## src/sws_pkg.sv

```systemverilog
// Shared types and constants for the stopwatch with debounced start button.
// Depends on nothing; every other file of the block imports it.
`default_nettype none

package sws_pkg;

    // Configuration register indexes.
    localparam logic [7:0] REG_TICKS_PER_SECOND = 8'd0;
    localparam logic [7:0] REG_DEBOUNCE_TICKS   = 8'd1;
    localparam logic [7:0] REG_BEEP_TICKS       = 8'd2;
    localparam logic [7:0] REG_BLINK_TICKS      = 8'd3;

    // Reset values of the configuration registers.
    localparam logic [15:0] TICKS_PER_SECOND_RST = 16'd1000;
    localparam logic [7:0]  DEBOUNCE_TICKS_RST   = 8'd20;
    localparam logic [7:0]  BEEP_TICKS_RST       = 8'd100;
    localparam logic [7:0]  BLINK_TICKS_RST      = 8'd200;

    // Mode codes.
    localparam logic [1:0] MODE_IDLE    = 2'd0;
    localparam logic [1:0] MODE_RUNNING = 2'd1;
    localparam logic [1:0] MODE_PENDING = 2'd2;
    localparam logic [1:0] MODE_STOPPED = 2'd3;

    // Active-low code with every segment dark.
    localparam logic [7:0] SEG_OFF = 8'hFF;

    // Debouncer state.
    typedef struct packed {
        logic       raw;
        logic [7:0] quiet;
        logic       stable;
    } deb_state_t;

    // Active-low seven-segment code of one decimal digit.
    function automatic logic [7:0] seg_code(input logic [3:0] digit);
        logic [7:0] code;
        unique case (digit)
            4'd0:    code = 8'hA0;
            4'd1:    code = 8'hF9;
            4'd2:    code = 8'h64;
            4'd3:    code = 8'h70;
            4'd4:    code = 8'h2D;
            4'd5:    code = 8'h32;
            4'd6:    code = 8'h22;
            4'd7:    code = 8'hF8;
            4'd8:    code = 8'h20;
            4'd9:    code = 8'h38;
            default: code = SEG_OFF;
        endcase
        return code;
    endfunction

endpackage

`default_nettype wire

```

## src/sws_debounce.sv

```systemverilog
// Next-state logic of the start-button debouncer for one tick.
// Depends on sws_pkg for the debouncer state type.
`default_nettype none

module sws_debounce (
    input  wire sws_pkg::deb_state_t state,
    input  wire                      sample,
    input  wire [7:0]                debounce_ticks,
    output sws_pkg::deb_state_t      state_next,
    output logic                     pressed
);
    import sws_pkg::*;

    always_comb
    begin
        state_next = state;
        pressed    = 1'b0;
        priority if (sample != state.raw)
        begin
            // Any change of the raw level restarts the quiet period.
            state_next.raw   = sample;
            state_next.quiet = debounce_ticks;
        end
        else if (state.quiet != 8'd0)
        begin
            state_next.quiet = state.quiet - 8'd1;
        end
        else if (state.raw != state.stable)
        begin
            state_next.stable = state.raw;
            pressed           = state.raw;
        end
    end

endmodule

`default_nettype wire

```

## src/sws_digits.sv

```systemverilog
// Splits an 8-bit count into its last two decimal digits and encodes both.
// Depends on sws_pkg for the segment table.
`default_nettype none

module sws_digits (
    input  wire [7:0]  value,
    output logic [7:0] tens_code,
    output logic [7:0] ones_code
);
    import sws_pkg::*;

    logic [7:0]  below_200;
    logic [6:0]  below_100;
    logic [14:0] scaled;
    logic [3:0]  tens;
    logic [6:0]  tens_times_ten;
    logic [3:0]  ones;

    always_comb
    begin
        below_200 = (value >= 8'd200) ? value - 8'd200 : value;
        below_100 = (below_200 >= 8'd100) ? 7'(below_200 - 8'd100) : below_200[6:0];
        // Divide by ten through the reciprocal 205/2048, exact below 100.
        scaled         = 15'(below_100) * 15'd205;
        tens           = scaled[14:11];
        tens_times_ten = 7'(tens) * 7'd10;
        ones           = 4'(below_100 - tens_times_ten);
        tens_code      = seg_code(tens);
        ones_code      = seg_code(ones);
    end

endmodule

`default_nettype wire

```

## src/stopwatch_with_debounce_top.sv

```systemverilog
// Top level of the stopwatch controller with debounced start button.
// Depends on sws_pkg, sws_debounce and sws_digits.
`default_nettype none

// Each input word is one millisecond tick carrying the raw start-button
// level; each tick yields exactly one result word holding the two
// active-low digit codes, the blank flag, the beeper enable and the mode.
// A word is taken into an input register; once the result slot is free,
// all counters, the debouncer, the mode step and the display update are
// worked out in one pass and written to the state registers, which drive
// the result ports directly. One word is accepted every cycle while
// results are taken; a result that is not taken holds up both the
// input register and the input channel. The pass through
// the seconds compare, the debouncer, the mode step and the decimal split
// sets the clock period. A press walks the mode from idle to running
// (seconds are taken as the start and a beep begins), from running to
// stopped (another beep, the display then blinks) and from stopped back
// to idle (both digits go dark). The configuration registers are written
// through their own channel, which is always ready; writes to indexes
// beyond the four registers are taken and ignored. Write them only while
// no tick is in flight.

module stopwatch_with_debounce_top (
    input  wire         clk,
    input  wire         rst_n,
    // Tick channel.
    input  wire         in_valid,
    output logic        in_ready,
    input  wire         button_level,
    // Result channel.
    output logic        out_valid,
    input  wire         out_ready,
    output logic [7:0]  tens_segments,
    output logic [7:0]  ones_segments,
    output logic        display_blank,
    output logic        beeper_on,
    output logic [1:0]  run_mode,
    // Configuration channel.
    input  wire         cfg_valid,
    output logic        cfg_ready,
    input  wire [7:0]   cfg_index,
    input  wire [15:0]  cfg_data
);
    import sws_pkg::*;

    // Configuration registers.
    logic [15:0] ticks_per_second_reg;
    logic [7:0]  debounce_ticks_reg;
    logic [7:0]  beep_ticks_reg;
    logic [7:0]  blink_ticks_reg;

    // Input stage.
    logic        in_valid_reg;
    logic        level_reg;

    // Block state; it also forms the result word.
    logic        out_valid_reg;
    logic [7:0]  ms_reg,       ms_next;
    logic [15:0] sub_reg,      sub_next;
    logic [7:0]  sec_reg,      sec_next;
    logic [7:0]  beep_reg,     beep_next;
    deb_state_t  deb_reg,      deb_next;
    logic [1:0]  mode_reg,     mode_next;
    logic [7:0]  start_reg,    start_next;
    logic [7:0]  shown_reg,    shown_next;
    logic [7:0]  mark_reg,     mark_next;
    logic        blank_reg,    blank_next;
    logic [7:0]  tens_reg,     tens_next;
    logic [7:0]  ones_reg,     ones_next;

    logic        stage_free;
    logic        advance;
    logic        pressed;
    logic [15:0] sub_inc;
    logic [7:0]  elapsed;
    logic [7:0]  elapsed_tens;
    logic [7:0]  elapsed_ones;

    // The processing pass may run when the result slot is empty or is
    // being emptied in this cycle.
    assign stage_free = !out_valid_reg || out_ready;
    assign advance    = in_valid_reg && stage_free;
    assign in_ready   = !in_valid_reg || stage_free;
    assign cfg_ready  = 1'b1;

    assign out_valid     = out_valid_reg;
    assign tens_segments = tens_reg;
    assign ones_segments = ones_reg;
    assign display_blank = blank_reg;
    assign beeper_on     = (beep_reg != 8'd0);
    assign run_mode      = mode_reg;

    sws_debounce u_debounce (
        .state          (deb_reg),
        .sample         (level_reg),
        .debounce_ticks (debounce_ticks_reg),
        .state_next     (deb_next),
        .pressed        (pressed)
    );

    sws_digits u_digits (
        .value     (elapsed),
        .tens_code (elapsed_tens),
        .ones_code (elapsed_ones)
    );

    always_comb
    begin
        ms_next    = ms_reg + 8'd1;
        sub_inc    = sub_reg + 16'd1;
        sub_next   = sub_inc;
        sec_next   = sec_reg;
        beep_next  = (beep_reg != 8'd0) ? beep_reg - 8'd1 : beep_reg;
        mode_next  = mode_reg;
        start_next = start_reg;
        shown_next = shown_reg;
        mark_next  = mark_reg;
        blank_next = blank_reg;
        tens_next  = tens_reg;
        ones_next  = ones_reg;

        if (sub_inc >= ticks_per_second_reg)
        begin
            sub_next = 16'd0;
            sec_next = sec_reg + 8'd1;
        end

        // A debounced press steps the mode; a press in idle or running restarts
        // the beep.
        if (pressed)
        begin
            unique case (mode_reg)
                MODE_IDLE:
                begin
                    start_next = sec_next;
                    mode_next  = MODE_RUNNING;
                    beep_next  = beep_ticks_reg;
                end
                MODE_RUNNING:
                begin
                    mode_next = MODE_PENDING;
                    beep_next = beep_ticks_reg;
                end
                MODE_PENDING, MODE_STOPPED:
                begin
                    tens_next = SEG_OFF;
                    ones_next = SEG_OFF;
                    mode_next = MODE_IDLE;
                end
            endcase
        end

        elapsed = sec_next - start_next;

        // Display update for the mode reached in this tick.
        unique case (mode_next)
            MODE_RUNNING:
            begin
                if (elapsed != shown_reg)
                begin
                    shown_next = elapsed;
                    tens_next  = elapsed_tens;
                    ones_next  = elapsed_ones;
                    blank_next = 1'b0;
                end
            end
            MODE_PENDING:
            begin
                // The stop is settled within the same tick: freeze the
                // digits and start the blink period from now.
                shown_next = elapsed;
                tens_next  = elapsed_tens;
                ones_next  = elapsed_ones;
                blank_next = 1'b0;
                mode_next  = MODE_STOPPED;
                mark_next  = ms_next;
            end
            MODE_STOPPED:
            begin
                if (8'(ms_next - mark_reg) >= blink_ticks_reg)
                begin
                    mark_next  = mark_reg + blink_ticks_reg;
                    blank_next = !blank_reg;
                end
            end
            MODE_IDLE:
            begin
            end
        endcase
    end

    // Configuration writes.
    always_ff @(posedge clk or negedge rst_n)
    begin
        if (!rst_n)
        begin
            ticks_per_second_reg <= TICKS_PER_SECOND_RST;
            debounce_ticks_reg   <= DEBOUNCE_TICKS_RST;
            beep_ticks_reg       <= BEEP_TICKS_RST;
            blink_ticks_reg      <= BLINK_TICKS_RST;
        end
        else if (cfg_valid && cfg_ready)
        begin
            unique case (cfg_index)
                REG_TICKS_PER_SECOND: ticks_per_second_reg <= cfg_data;
                REG_DEBOUNCE_TICKS:   debounce_ticks_reg   <= cfg_data[7:0];
                REG_BEEP_TICKS:       beep_ticks_reg       <= cfg_data[7:0];
                REG_BLINK_TICKS:      blink_ticks_reg      <= cfg_data[7:0];
                default:
                begin
                end
            endcase
        end
    end

    // Input register.
    always_ff @(posedge clk or negedge rst_n)
    begin
        if (!rst_n)
        begin
            in_valid_reg <= 1'b0;
        end
        else if (in_ready)
        begin
            in_valid_reg <= in_valid;
        end
    end

    always_ff @(posedge clk)
    begin
        if (in_valid && in_ready)
        begin
            level_reg <= button_level;
        end
    end

    // State and result registers.
    always_ff @(posedge clk or negedge rst_n)
    begin
        if (!rst_n)
        begin
            out_valid_reg <= 1'b0;
            ms_reg        <= 8'd0;
            sub_reg       <= 16'd0;
            sec_reg       <= 8'd0;
            beep_reg      <= 8'd0;
            deb_reg       <= '0;
            mode_reg      <= MODE_IDLE;
            start_reg     <= 8'd0;
            shown_reg     <= 8'd0;
            mark_reg      <= 8'd0;
            blank_reg     <= 1'b0;
            tens_reg      <= SEG_OFF;
            ones_reg      <= SEG_OFF;
        end
        else
        begin
            if (stage_free)
            begin
                out_valid_reg <= in_valid_reg;
            end
            if (advance)
            begin
                ms_reg    <= ms_next;
                sub_reg   <= sub_next;
                sec_reg   <= sec_next;
                beep_reg  <= beep_next;
                deb_reg   <= deb_next;
                mode_reg  <= mode_next;
                start_reg <= start_next;
                shown_reg <= shown_next;
                mark_reg  <= mark_next;
                blank_reg <= blank_next;
                tens_reg  <= tens_next;
                ones_reg  <= ones_next;
            end
        end
    end

    // The stop-pending mode is resolved inside the pass and never stored.
    assert property (@(posedge clk) disable iff (!rst_n) mode_reg != MODE_PENDING)
        else $error("stop-pending mode was stored");

    // A start or stop press loads the beep countdown with the beep length.
    assert property (@(posedge clk) disable iff (!rst_n)
        (advance && pressed && (mode_reg == MODE_IDLE || mode_reg == MODE_RUNNING))
        |=> beep_reg == $past(beep_ticks_reg))
        else $error("beep countdown not restarted on a press");

    // Returning to idle darkens both digits.
    assert property (@(posedge clk) disable iff (!rst_n)
        (advance && mode_reg == MODE_STOPPED && mode_next == MODE_IDLE)
        |=> (tens_segments == SEG_OFF && ones_segments == SEG_OFF))
        else $error("digits not darkened on return to idle");

    // State only moves when a tick is processed.
    assert property (@(posedge clk) disable iff (!rst_n)
        !advance |=> $stable(ms_reg) && $stable(mode_reg))
        else $error("state changed without a tick");

endmodule

`default_nettype wire

```

## config.mk

```make
export PLATFORM = sky130hd
export DESIGN_NAME = stopwatch_with_debounce_top
export DESIGN_NICKNAME = d
export VERILOG_FILES = /design/src/sws_pkg.sv /design/src/sws_debounce.sv /design/src/sws_digits.sv /design/src/stopwatch_with_debounce_top.sv
export SDC_FILE = /design/constraint.sdc
export NUM_CORES = 1
export LEC_CHECK = 0
export BUFFER_PORTS_ARGS = -buffer_cell sky130_fd_sc_hd__buf_2
export CAP_MARGIN = 20
export CORE_AREA = 2 2 191 193
export DETAILED_ROUTE_END_ITERATION = 12
export DIE_AREA = 0 0 193 195
export SLEW_MARGIN = 20
export SYNTH_ARGS = -nofsm -noshare
export SYNTH_HDL_FRONTEND = slang
export SYNTH_HIERARCHICAL = 1
export SYNTH_SLANG_ARGS = --single-unit
```

## constraint.sdc

```tcl
create_clock -name clk -period 14.4 [get_ports clk]
set_input_delay 2.88 -clock clk [delete_from_list [all_inputs] [get_ports clk]]
set_output_delay 2.88 -clock clk [all_outputs]
set_load 0.1 [all_outputs]
```

# After elaboration in Yosys (flattened, before gate mapping)
# Memory sizes are Yosys's and may differ from the RTL's.
# Cells that the tools add are included.
[op_classes]
add_sub_neg = 11
mul = 2
div = 0
order_cmp = 4
eq_ne = 14
shifts = 0
muxes = 32
n_bitwise = 2
reduce_logical = 27
[op_table]
columns = ["cell", "count"]
rows = [
  ["$mux W8", 17],
  ["$pmux W8 S2", 4],
  ["$add A16 B1 Y16 const B", 1],
  ["$add A8 B1 Y8 const B", 2],
  ["$eq A8 B2 Y1 const B", 2],
  ["$ge A16 B16 Y1", 1],
  ["$mux W16", 1],
  ["$reduce_bool A8 Y1", 2],
  ["$sub A8 B1 Y8 const B", 2],
  ["$sub A8 B8 Y8", 2],
  ["$mul A7 B8 Y15 const B", 1],
  ["$reduce_and A2 Y1", 6],
  ["$add A8 B8 Y8", 1],
  ["$eq A2 B2 Y1 const B", 4],
  ["$eq A8 B1 Y1 const B", 1],
  ["$ge A8 B7 Y1 const B", 1],
  ["$ge A8 B8 Y1", 1],
  ["$ge A8 B8 Y1 const B", 1],
  ["$logic_not A8 Y1", 1],
  ["$ne A8 B8 Y1", 1],
  ["$reduce_and A4 Y1", 2],
  ["$sub A8 B8 Y8 const B", 1],
  ["$mux W7", 1],
  ["$sub A7 B7 Y7 const B", 1],
  ["other kinds (18)", 35],
]
[word_totals]
ff_bits = 136
latchBits = 0
ram_bits = 0
romBits = 224
inputBits = 30
output_inout_bits = 23
wordCells = 115
memories = 2
[memory_table]
columns = ["memory", "words", "word_bits", "read_ports", "rd_ports_with_merged_regs", "write_ports", "line_no", "source"]
rows = [
  ["(no name shown)", 16, 7, 1, 0, 0, "sws_pkg.sv:38", "unique case (digit)"],
  ["(no name shown)", 16, 7, 1, 0, 0, "sws_pkg.sv:38", ""],
]

# Logic depth before layout (Yosys ltp)
# An unclocked memory read counts as a cell.
[depth]
ltp_word = 16
mapped_depth = 59
mapped_depth_nobuf = 55

# Hierarchy
# The synthesis kept the hierarchy.
[modules_own_cells]
columns = ["module", "instances", "cells_per_inst", "area_per_inst_um2", "seq_area_each_um2"]
rows = [
  ["stopwatch_with_debounce_top", 1, 860, 8220.4, 3445.8],
  ["sws_digits", 1, 204, 1615.3, 0.0],
  ["sws_debounce", 1, 56, 401.6, 0.0],
]

# Least setup slack after synthesis
# Ideal clock, no wire load.
[synth_path]
path_type = "register to register"
startpoint = "register sub_reg[0]"
endpoint = "register ones_reg[7], in the netlist ones_segments[7]"
setup_ps = 85
t_arrival_ps = 12246
required_time_ps = 14315
setup_slack_ps = 2069
stages_incl_launch_ff = 58
n_path_buf = 5
period_less_slack_ps = 12331
path_cell_list = "dfrtp_1 -> ha_1 -> nand3_1 -> nor2_1 -> and3_1 -> and3_1 -> nand3_1 -> xnor2_1 -> ha_1 -> and4_4 -> nand2_1 -> or4_4 -> nand3_1 -> clkbuf_1 -> nand2_1 -> xnor2_1 -> mux2i_1 -> ha_1 -> [22 not listed] -> fa_1 -> inv_1 -> ha_1 -> nand2_1 -> or3_1 -> a2111oi_1 -> o21ai_1 -> o31a_2 -> clkbuf_1 -> ha_1 -> fa_1 -> xnor2_1 -> xnor3_2 -> buf_6 -> a311o_1 -> a21oi_1 -> o2bb2ai_1 -> a21oi_1"
[synth_via]
elab_chain_cells = 16
elab_cells_between_ends = 19
classes_between = "add/sub: 5; mul: 2; order compare: 3; eq/ne: 1; mux: 7; memory: 1"
[synth_lines]
columns = ["item", "line_no", "source"]
rows = [
  ["from (decl)", "stopwatch_with_debounce_top.sv:59", "logic [15:0] sub_reg, sub_next;"],
  ["from (signal assigned)", "stopwatch_with_debounce_top.sv:265", "sub_reg <= sub_next;"],
  ["$add A16 B1 Y16 *", "stopwatch_with_debounce_top.sv:110", "sub_inc = sub_reg + 16'd1;"],
  ["$ge A16 B16 Y1 *", "stopwatch_with_debounce_top.sv:122", "if (sub_inc >= ticks_per_second_reg)"],
  ["$mux W8 *", "stopwatch_with_debounce_top.sv:122", ""],
  ["named net sec_next[2]", "stopwatch_with_debounce_top.sv:60", "logic [7:0] sec_reg, sec_next;"],
  ["$mux W8", "stopwatch_with_debounce_top.sv:132", "unique case (mode_reg)"],
  ["$mux W8", "stopwatch_with_debounce_top.sv:130", "if (pressed)"],
  ["$sub A8 B8 Y8 *", "stopwatch_with_debounce_top.sv:153", "elapsed = sec_next - start_next;"],
  ["named net elapsed[7]", "stopwatch_with_debounce_top.sv:75", "logic [7:0] elapsed;"],
  ["[3 not listed]", "--", ""],
  ["$mux W7 *", "sws_digits.sv:22", "below_100 = (below_200 >= 8'd100) ? 7'(below_200 - 8'd100) : below_200[6:0];"],
  ["$mul A7 B8 Y15", "sws_digits.sv:24", "scaled = 15'(below_100) * 15'd205;"],
  ["$mul A4 B3 Y3", "sws_digits.sv:26", "tens_times_ten = 7'(tens) * 7'd10;"],
  ["$sub A4 B4 Y4 *", "sws_digits.sv:27", "ones = 4'(below_100 - tens_times_ten);"],
  ["$mem_v2 Z16 W7 *", "--", ""],
  ["named net elapsed_ones[7]", "stopwatch_with_debounce_top.sv:77", "logic [7:0] elapsed_ones;"],
  ["$mux W8", "stopwatch_with_debounce_top.sv:159", "if (elapsed != shown_reg)"],
  ["$pmux W8 S2 *", "stopwatch_with_debounce_top.sv:156", "unique case (mode_next)"],
  ["to (signal assigned)", "stopwatch_with_debounce_top.sv:275", "ones_reg <= ones_next;"],
  ["to (decl)", "stopwatch_with_debounce_top.sv:69", "logic [7:0] ones_reg, ones_next;"],
]
# Mark *: on every way through the listed nets, which the timed path passes. The rest lies on a longest branch.
# A chain may end at the register's enable or synchronous reset.

# Final worst setup path
[layout_path]
startpoint = "register sub_reg[0]"
endpoint = "register ones_reg[3], in the netlist ones_segments[3]"
[layout_via]
elab_chain_cells = 16
elab_cells_between_ends = 19
classes_between = "add/sub: 5; mul: 2; order compare: 3; eq/ne: 1; mux: 7; memory: 1"
[layout_lines]
columns = ["item", "line_no", "source"]
rows = [
  ["$add A16 B1 Y16 *", "stopwatch_with_debounce_top.sv:110", ""],
  ["$ge A16 B16 Y1 *", "stopwatch_with_debounce_top.sv:122", ""],
  ["$mux W8 *", "stopwatch_with_debounce_top.sv:122", ""],
  ["$mux W8 *", "stopwatch_with_debounce_top.sv:132", ""],
  ["$mux W8 *", "stopwatch_with_debounce_top.sv:130", ""],
  ["named net start_next[0]", "stopwatch_with_debounce_top.sv:64", "logic [7:0] start_reg, start_next;"],
  ["$sub A8 B8 Y8 *", "stopwatch_with_debounce_top.sv:153", ""],
  ["named net elapsed[6]", "stopwatch_with_debounce_top.sv:75", ""],
  ["[3 not listed]", "--", ""],
  ["$mux W7 *", "sws_digits.sv:22", ""],
  ["$mul A7 B8 Y15", "sws_digits.sv:24", ""],
  ["$mul A4 B3 Y3", "sws_digits.sv:26", ""],
  ["$sub A4 B4 Y4 *", "sws_digits.sv:27", ""],
  ["$mem_v2 Z16 W7 *", "--", ""],
  ["named net elapsed_ones[3]", "stopwatch_with_debounce_top.sv:77", ""],
  ["$mux W8", "stopwatch_with_debounce_top.sv:159", ""],
  ["$pmux W8 S2 *", "stopwatch_with_debounce_top.sv:156", ""],
]
# Marked as above.

==> run metrics <==
status finished, final reports clean; CTS Buf Count 17; Worst-path clk slew 0.07 ns; max-slew violations 0; Hold Path Class reg -> reg; CTS Hold Bufs 0; R2R depth 52; CP Data Required Time 14.75 ns; fin crit share 93.20%; Final nets 1290; Worst EP arrival 13.77 ns; FF-to-FF setup slack 0.98 ns; GR Overflow Total 0; Reg power frac 29.8%; Slew @ Worst Pin 0.9469 ns; top post-synthesis cells by area dfrtp_1, ha_1, dfstp_2; die area 37640 um2; critical path endpoint category flip-flop; Layout Area Growth over Synthesis 12.64%; CP Launch Point sub_reg[0]; Post-Route WL 22760 um; Yosys cell types 88; CP Launch Type flip-flop; area leader, netlist dfrtp_1; RSZ-0062 raised after global routing no; CP max stage delay 0.57 ns; number of global-route vias before repair 8004; Setup-failing EPs final 0; dpl hpwl 16640 um; Setup TNS Final 0 ns; Rel. slew slack 36.88%; global-route wire length before repair 39300 um; Worst path slowest cell or4_4; Die Y 195 um; DRC Markers 0; switching pwr 0.8725 mW; design area 11530 um2; H-Tree Depth 4; total of max-cap violations 0; Yosys top cell area share 25.67%; r2r startpoint sub_reg[0]; vias per cell 4.863; worst hold start start_reg[5]; Cell Pwr Density 164.9 nW/um2; PnR Total Power 1.902 mW; starting density of the core 28.92%; CTS tree built; antenna violations before repair 0; share of layout cells above drive strength 1 16.11%; FMAX 74.51 MHz; Mapped Area 10240 um2; Syn Area/Cell 9.140 um2; clk_lat worst skew 0.43 ns; # IOs 53; Hold EP start_reg[5]; Peak VDD IR 0.0001383 V; Max FO, Critical Path 12; final RePlAce weighted congestion 0.8253; Longest Clk Path Bufs 2; Clk network pwr share 21.9%; largest net degree at the start of global routing 73; core box area 35400 um2; clk root buf clkbuf_16; Primary FF master, synth dfrtp_1; Yosys reg bits 136; number of stages on the worst hold path 2; CTS Sinks 136; DRT iter0 DRCs 477; post-layout min period 13.42 ns; Crit Path Class reg -> reg; via count 7917; PortBufs 51; # diodes 0; register area share after synthesis 33.66%; Layout Skew 0.01014 ns; Pre-antenna DRT Iters 4; Placed Area 10950 um2; Yosys Warn Count 6; Final ANT Viol Nets 0; number of flops mapped to enable cells by yosys 1; Synth async-reset ratio 99.26%; leak pwr 5.292 nW; Die W 193 um; cell count after synthesis 1120; Combinational Power Share 48.3%; Row Count 69; reg2reg end ones_segments[3]; final hold vios 0; Routed WL per cell 13.98 um; Most Frequent Cell on Critical Path ha_1; total track usage 12.74%; Sw Ratio 45.87%; design internal power 1.029 mW
[routing by layer]
layer  vias to the layer above  wire (um)  track usage, %
li1                       3999          -               -
met1                      3781      10660           16.45
met2                       104      11150           21.61
met3                        33        585           2.229
met4                         0        368           3.872
met5                         -          0               0
[worst max-delay path: cells and delay by family (launching register included)]
kind	cells	cell delay, ns
xor+xnor	5	1.31
simple gates	15	3.72
compound gates	17	4.05
flops	1	0.42
buf+inv	4	0.32
fa+ha+maj	11	3.49
[placed cells by master, fill, tap and decap left out, types with 10 or more instances in the layout]
master,instances
o21ai_0,72
nand2_1,136
nor2_1,51
a21oi_1,80
a21o_1,11
buf_2,50
fa_1,11
a31oi_1,12
ha_1,95
mux2_2,29
o2bb2ai_1,16
o21ai_1,14
mux2i_1,28
nand2b_1,27
dfstp_2,30
inv_1,87
xnor2_1,47
dfrtp_1,105
nor3_1,10
clkbuf_16,17
xor2_1,28
nand3_1,31
[what timing repair did]
item,CTS,global route
endpoints found under the setup margin,0,2
hold endpoints to repair,0,0
buffers inserted,0,0
resized for setup,0,1
[power groups by stage]
stage / sequential [mW] / clock [mW] / combinational [mW]
after floorplan: 0.743 / 0 / 0.562
after global placement: 0.570 / 0 / 0.903
after detailed placement: 0.574 / 0 / 0.917
after CTS: 0.568 / 0.429 / 0.922
after global routing: 0.583 / 0.446 / 1.03
final: 0.567 / 0.417 / 0.919
[worst max path at each step]
stage | endpoint | cells after the start
after CTS | ones_segments[3] | 51
after global placement | ones_segments[3] | 52
final | ones_segments[3] | 52
after detailed placement | ones_segments[3] | 51
after global routing | ones_segments[3] | 51
after floorplan | ones_segments[7] | 57
[layout make-up]
type / count / area, um2
clock buffers: 17 / 425.4
multi-input cells: 853 / 6297
clock inverters: 15 / 141.4
flip-flops and latches: 136 / 3446
well taps: 461 / 576.8
repair buffers: 58 / 314.1
inverters: 88 / 330.3
fillers: 3647 / 23870
[cell usage after synthesis, types with 9 or more instances]
cell type / number
nand2_1: 137
dfrtp_1: 105
ha_1: 95
inv_1: 87
a21oi_1: 80
o21ai_0: 72
nor2_1: 52
xnor2_1: 47
nand3_1: 31
dfstp_2: 30
clkbuf_1: 29
mux2_2: 29
mux2i_1: 28
xor2_1: 28
nand2b_1: 27
o2bb2ai_1: 16
o21ai_1: 14
a31oi_1: 12
a21o_1: 11
fa_1: 11
nor3_1: 10
and3_1: 9
nand4_1: 9
[stage by stage]
step / hold slack (ns) / util [%] / std cells / worst slack, ns
detailed placement: 0.4700 / 30.93 / 1596 / 0.9861
global route: 0.5175 / 32.58 / 1628 / 0.002920
finish: 0.4812 / 32.58 / 1628 / 0.9794
floorplan: 0.4458 / - / 1121 / 2.069
global placement: 0.4657 / 30.93 / 1596 / 1.451
CTS: 0.4855 / 32.53 / 1628 / 0.9718
[cells by family (layout without fill, tap and decap cells)]
family	Yosys count	count (layout)	share of synthesized area (%)
AND/OR/NAND/NOR	325	325	15.85
multiplexers	66	66	7.211
XOR/XNOR	79	79	7.358
other	2	3	0.07336
AO/OA/AOI/OAI	274	274	16.83
adder cells (fa/ha/maj)	106	106	13.76
buffers and inverters	132	178	5.255
flip-flops	136	136	33.66
No activity file was read; power rests on OpenSTA's default activity.
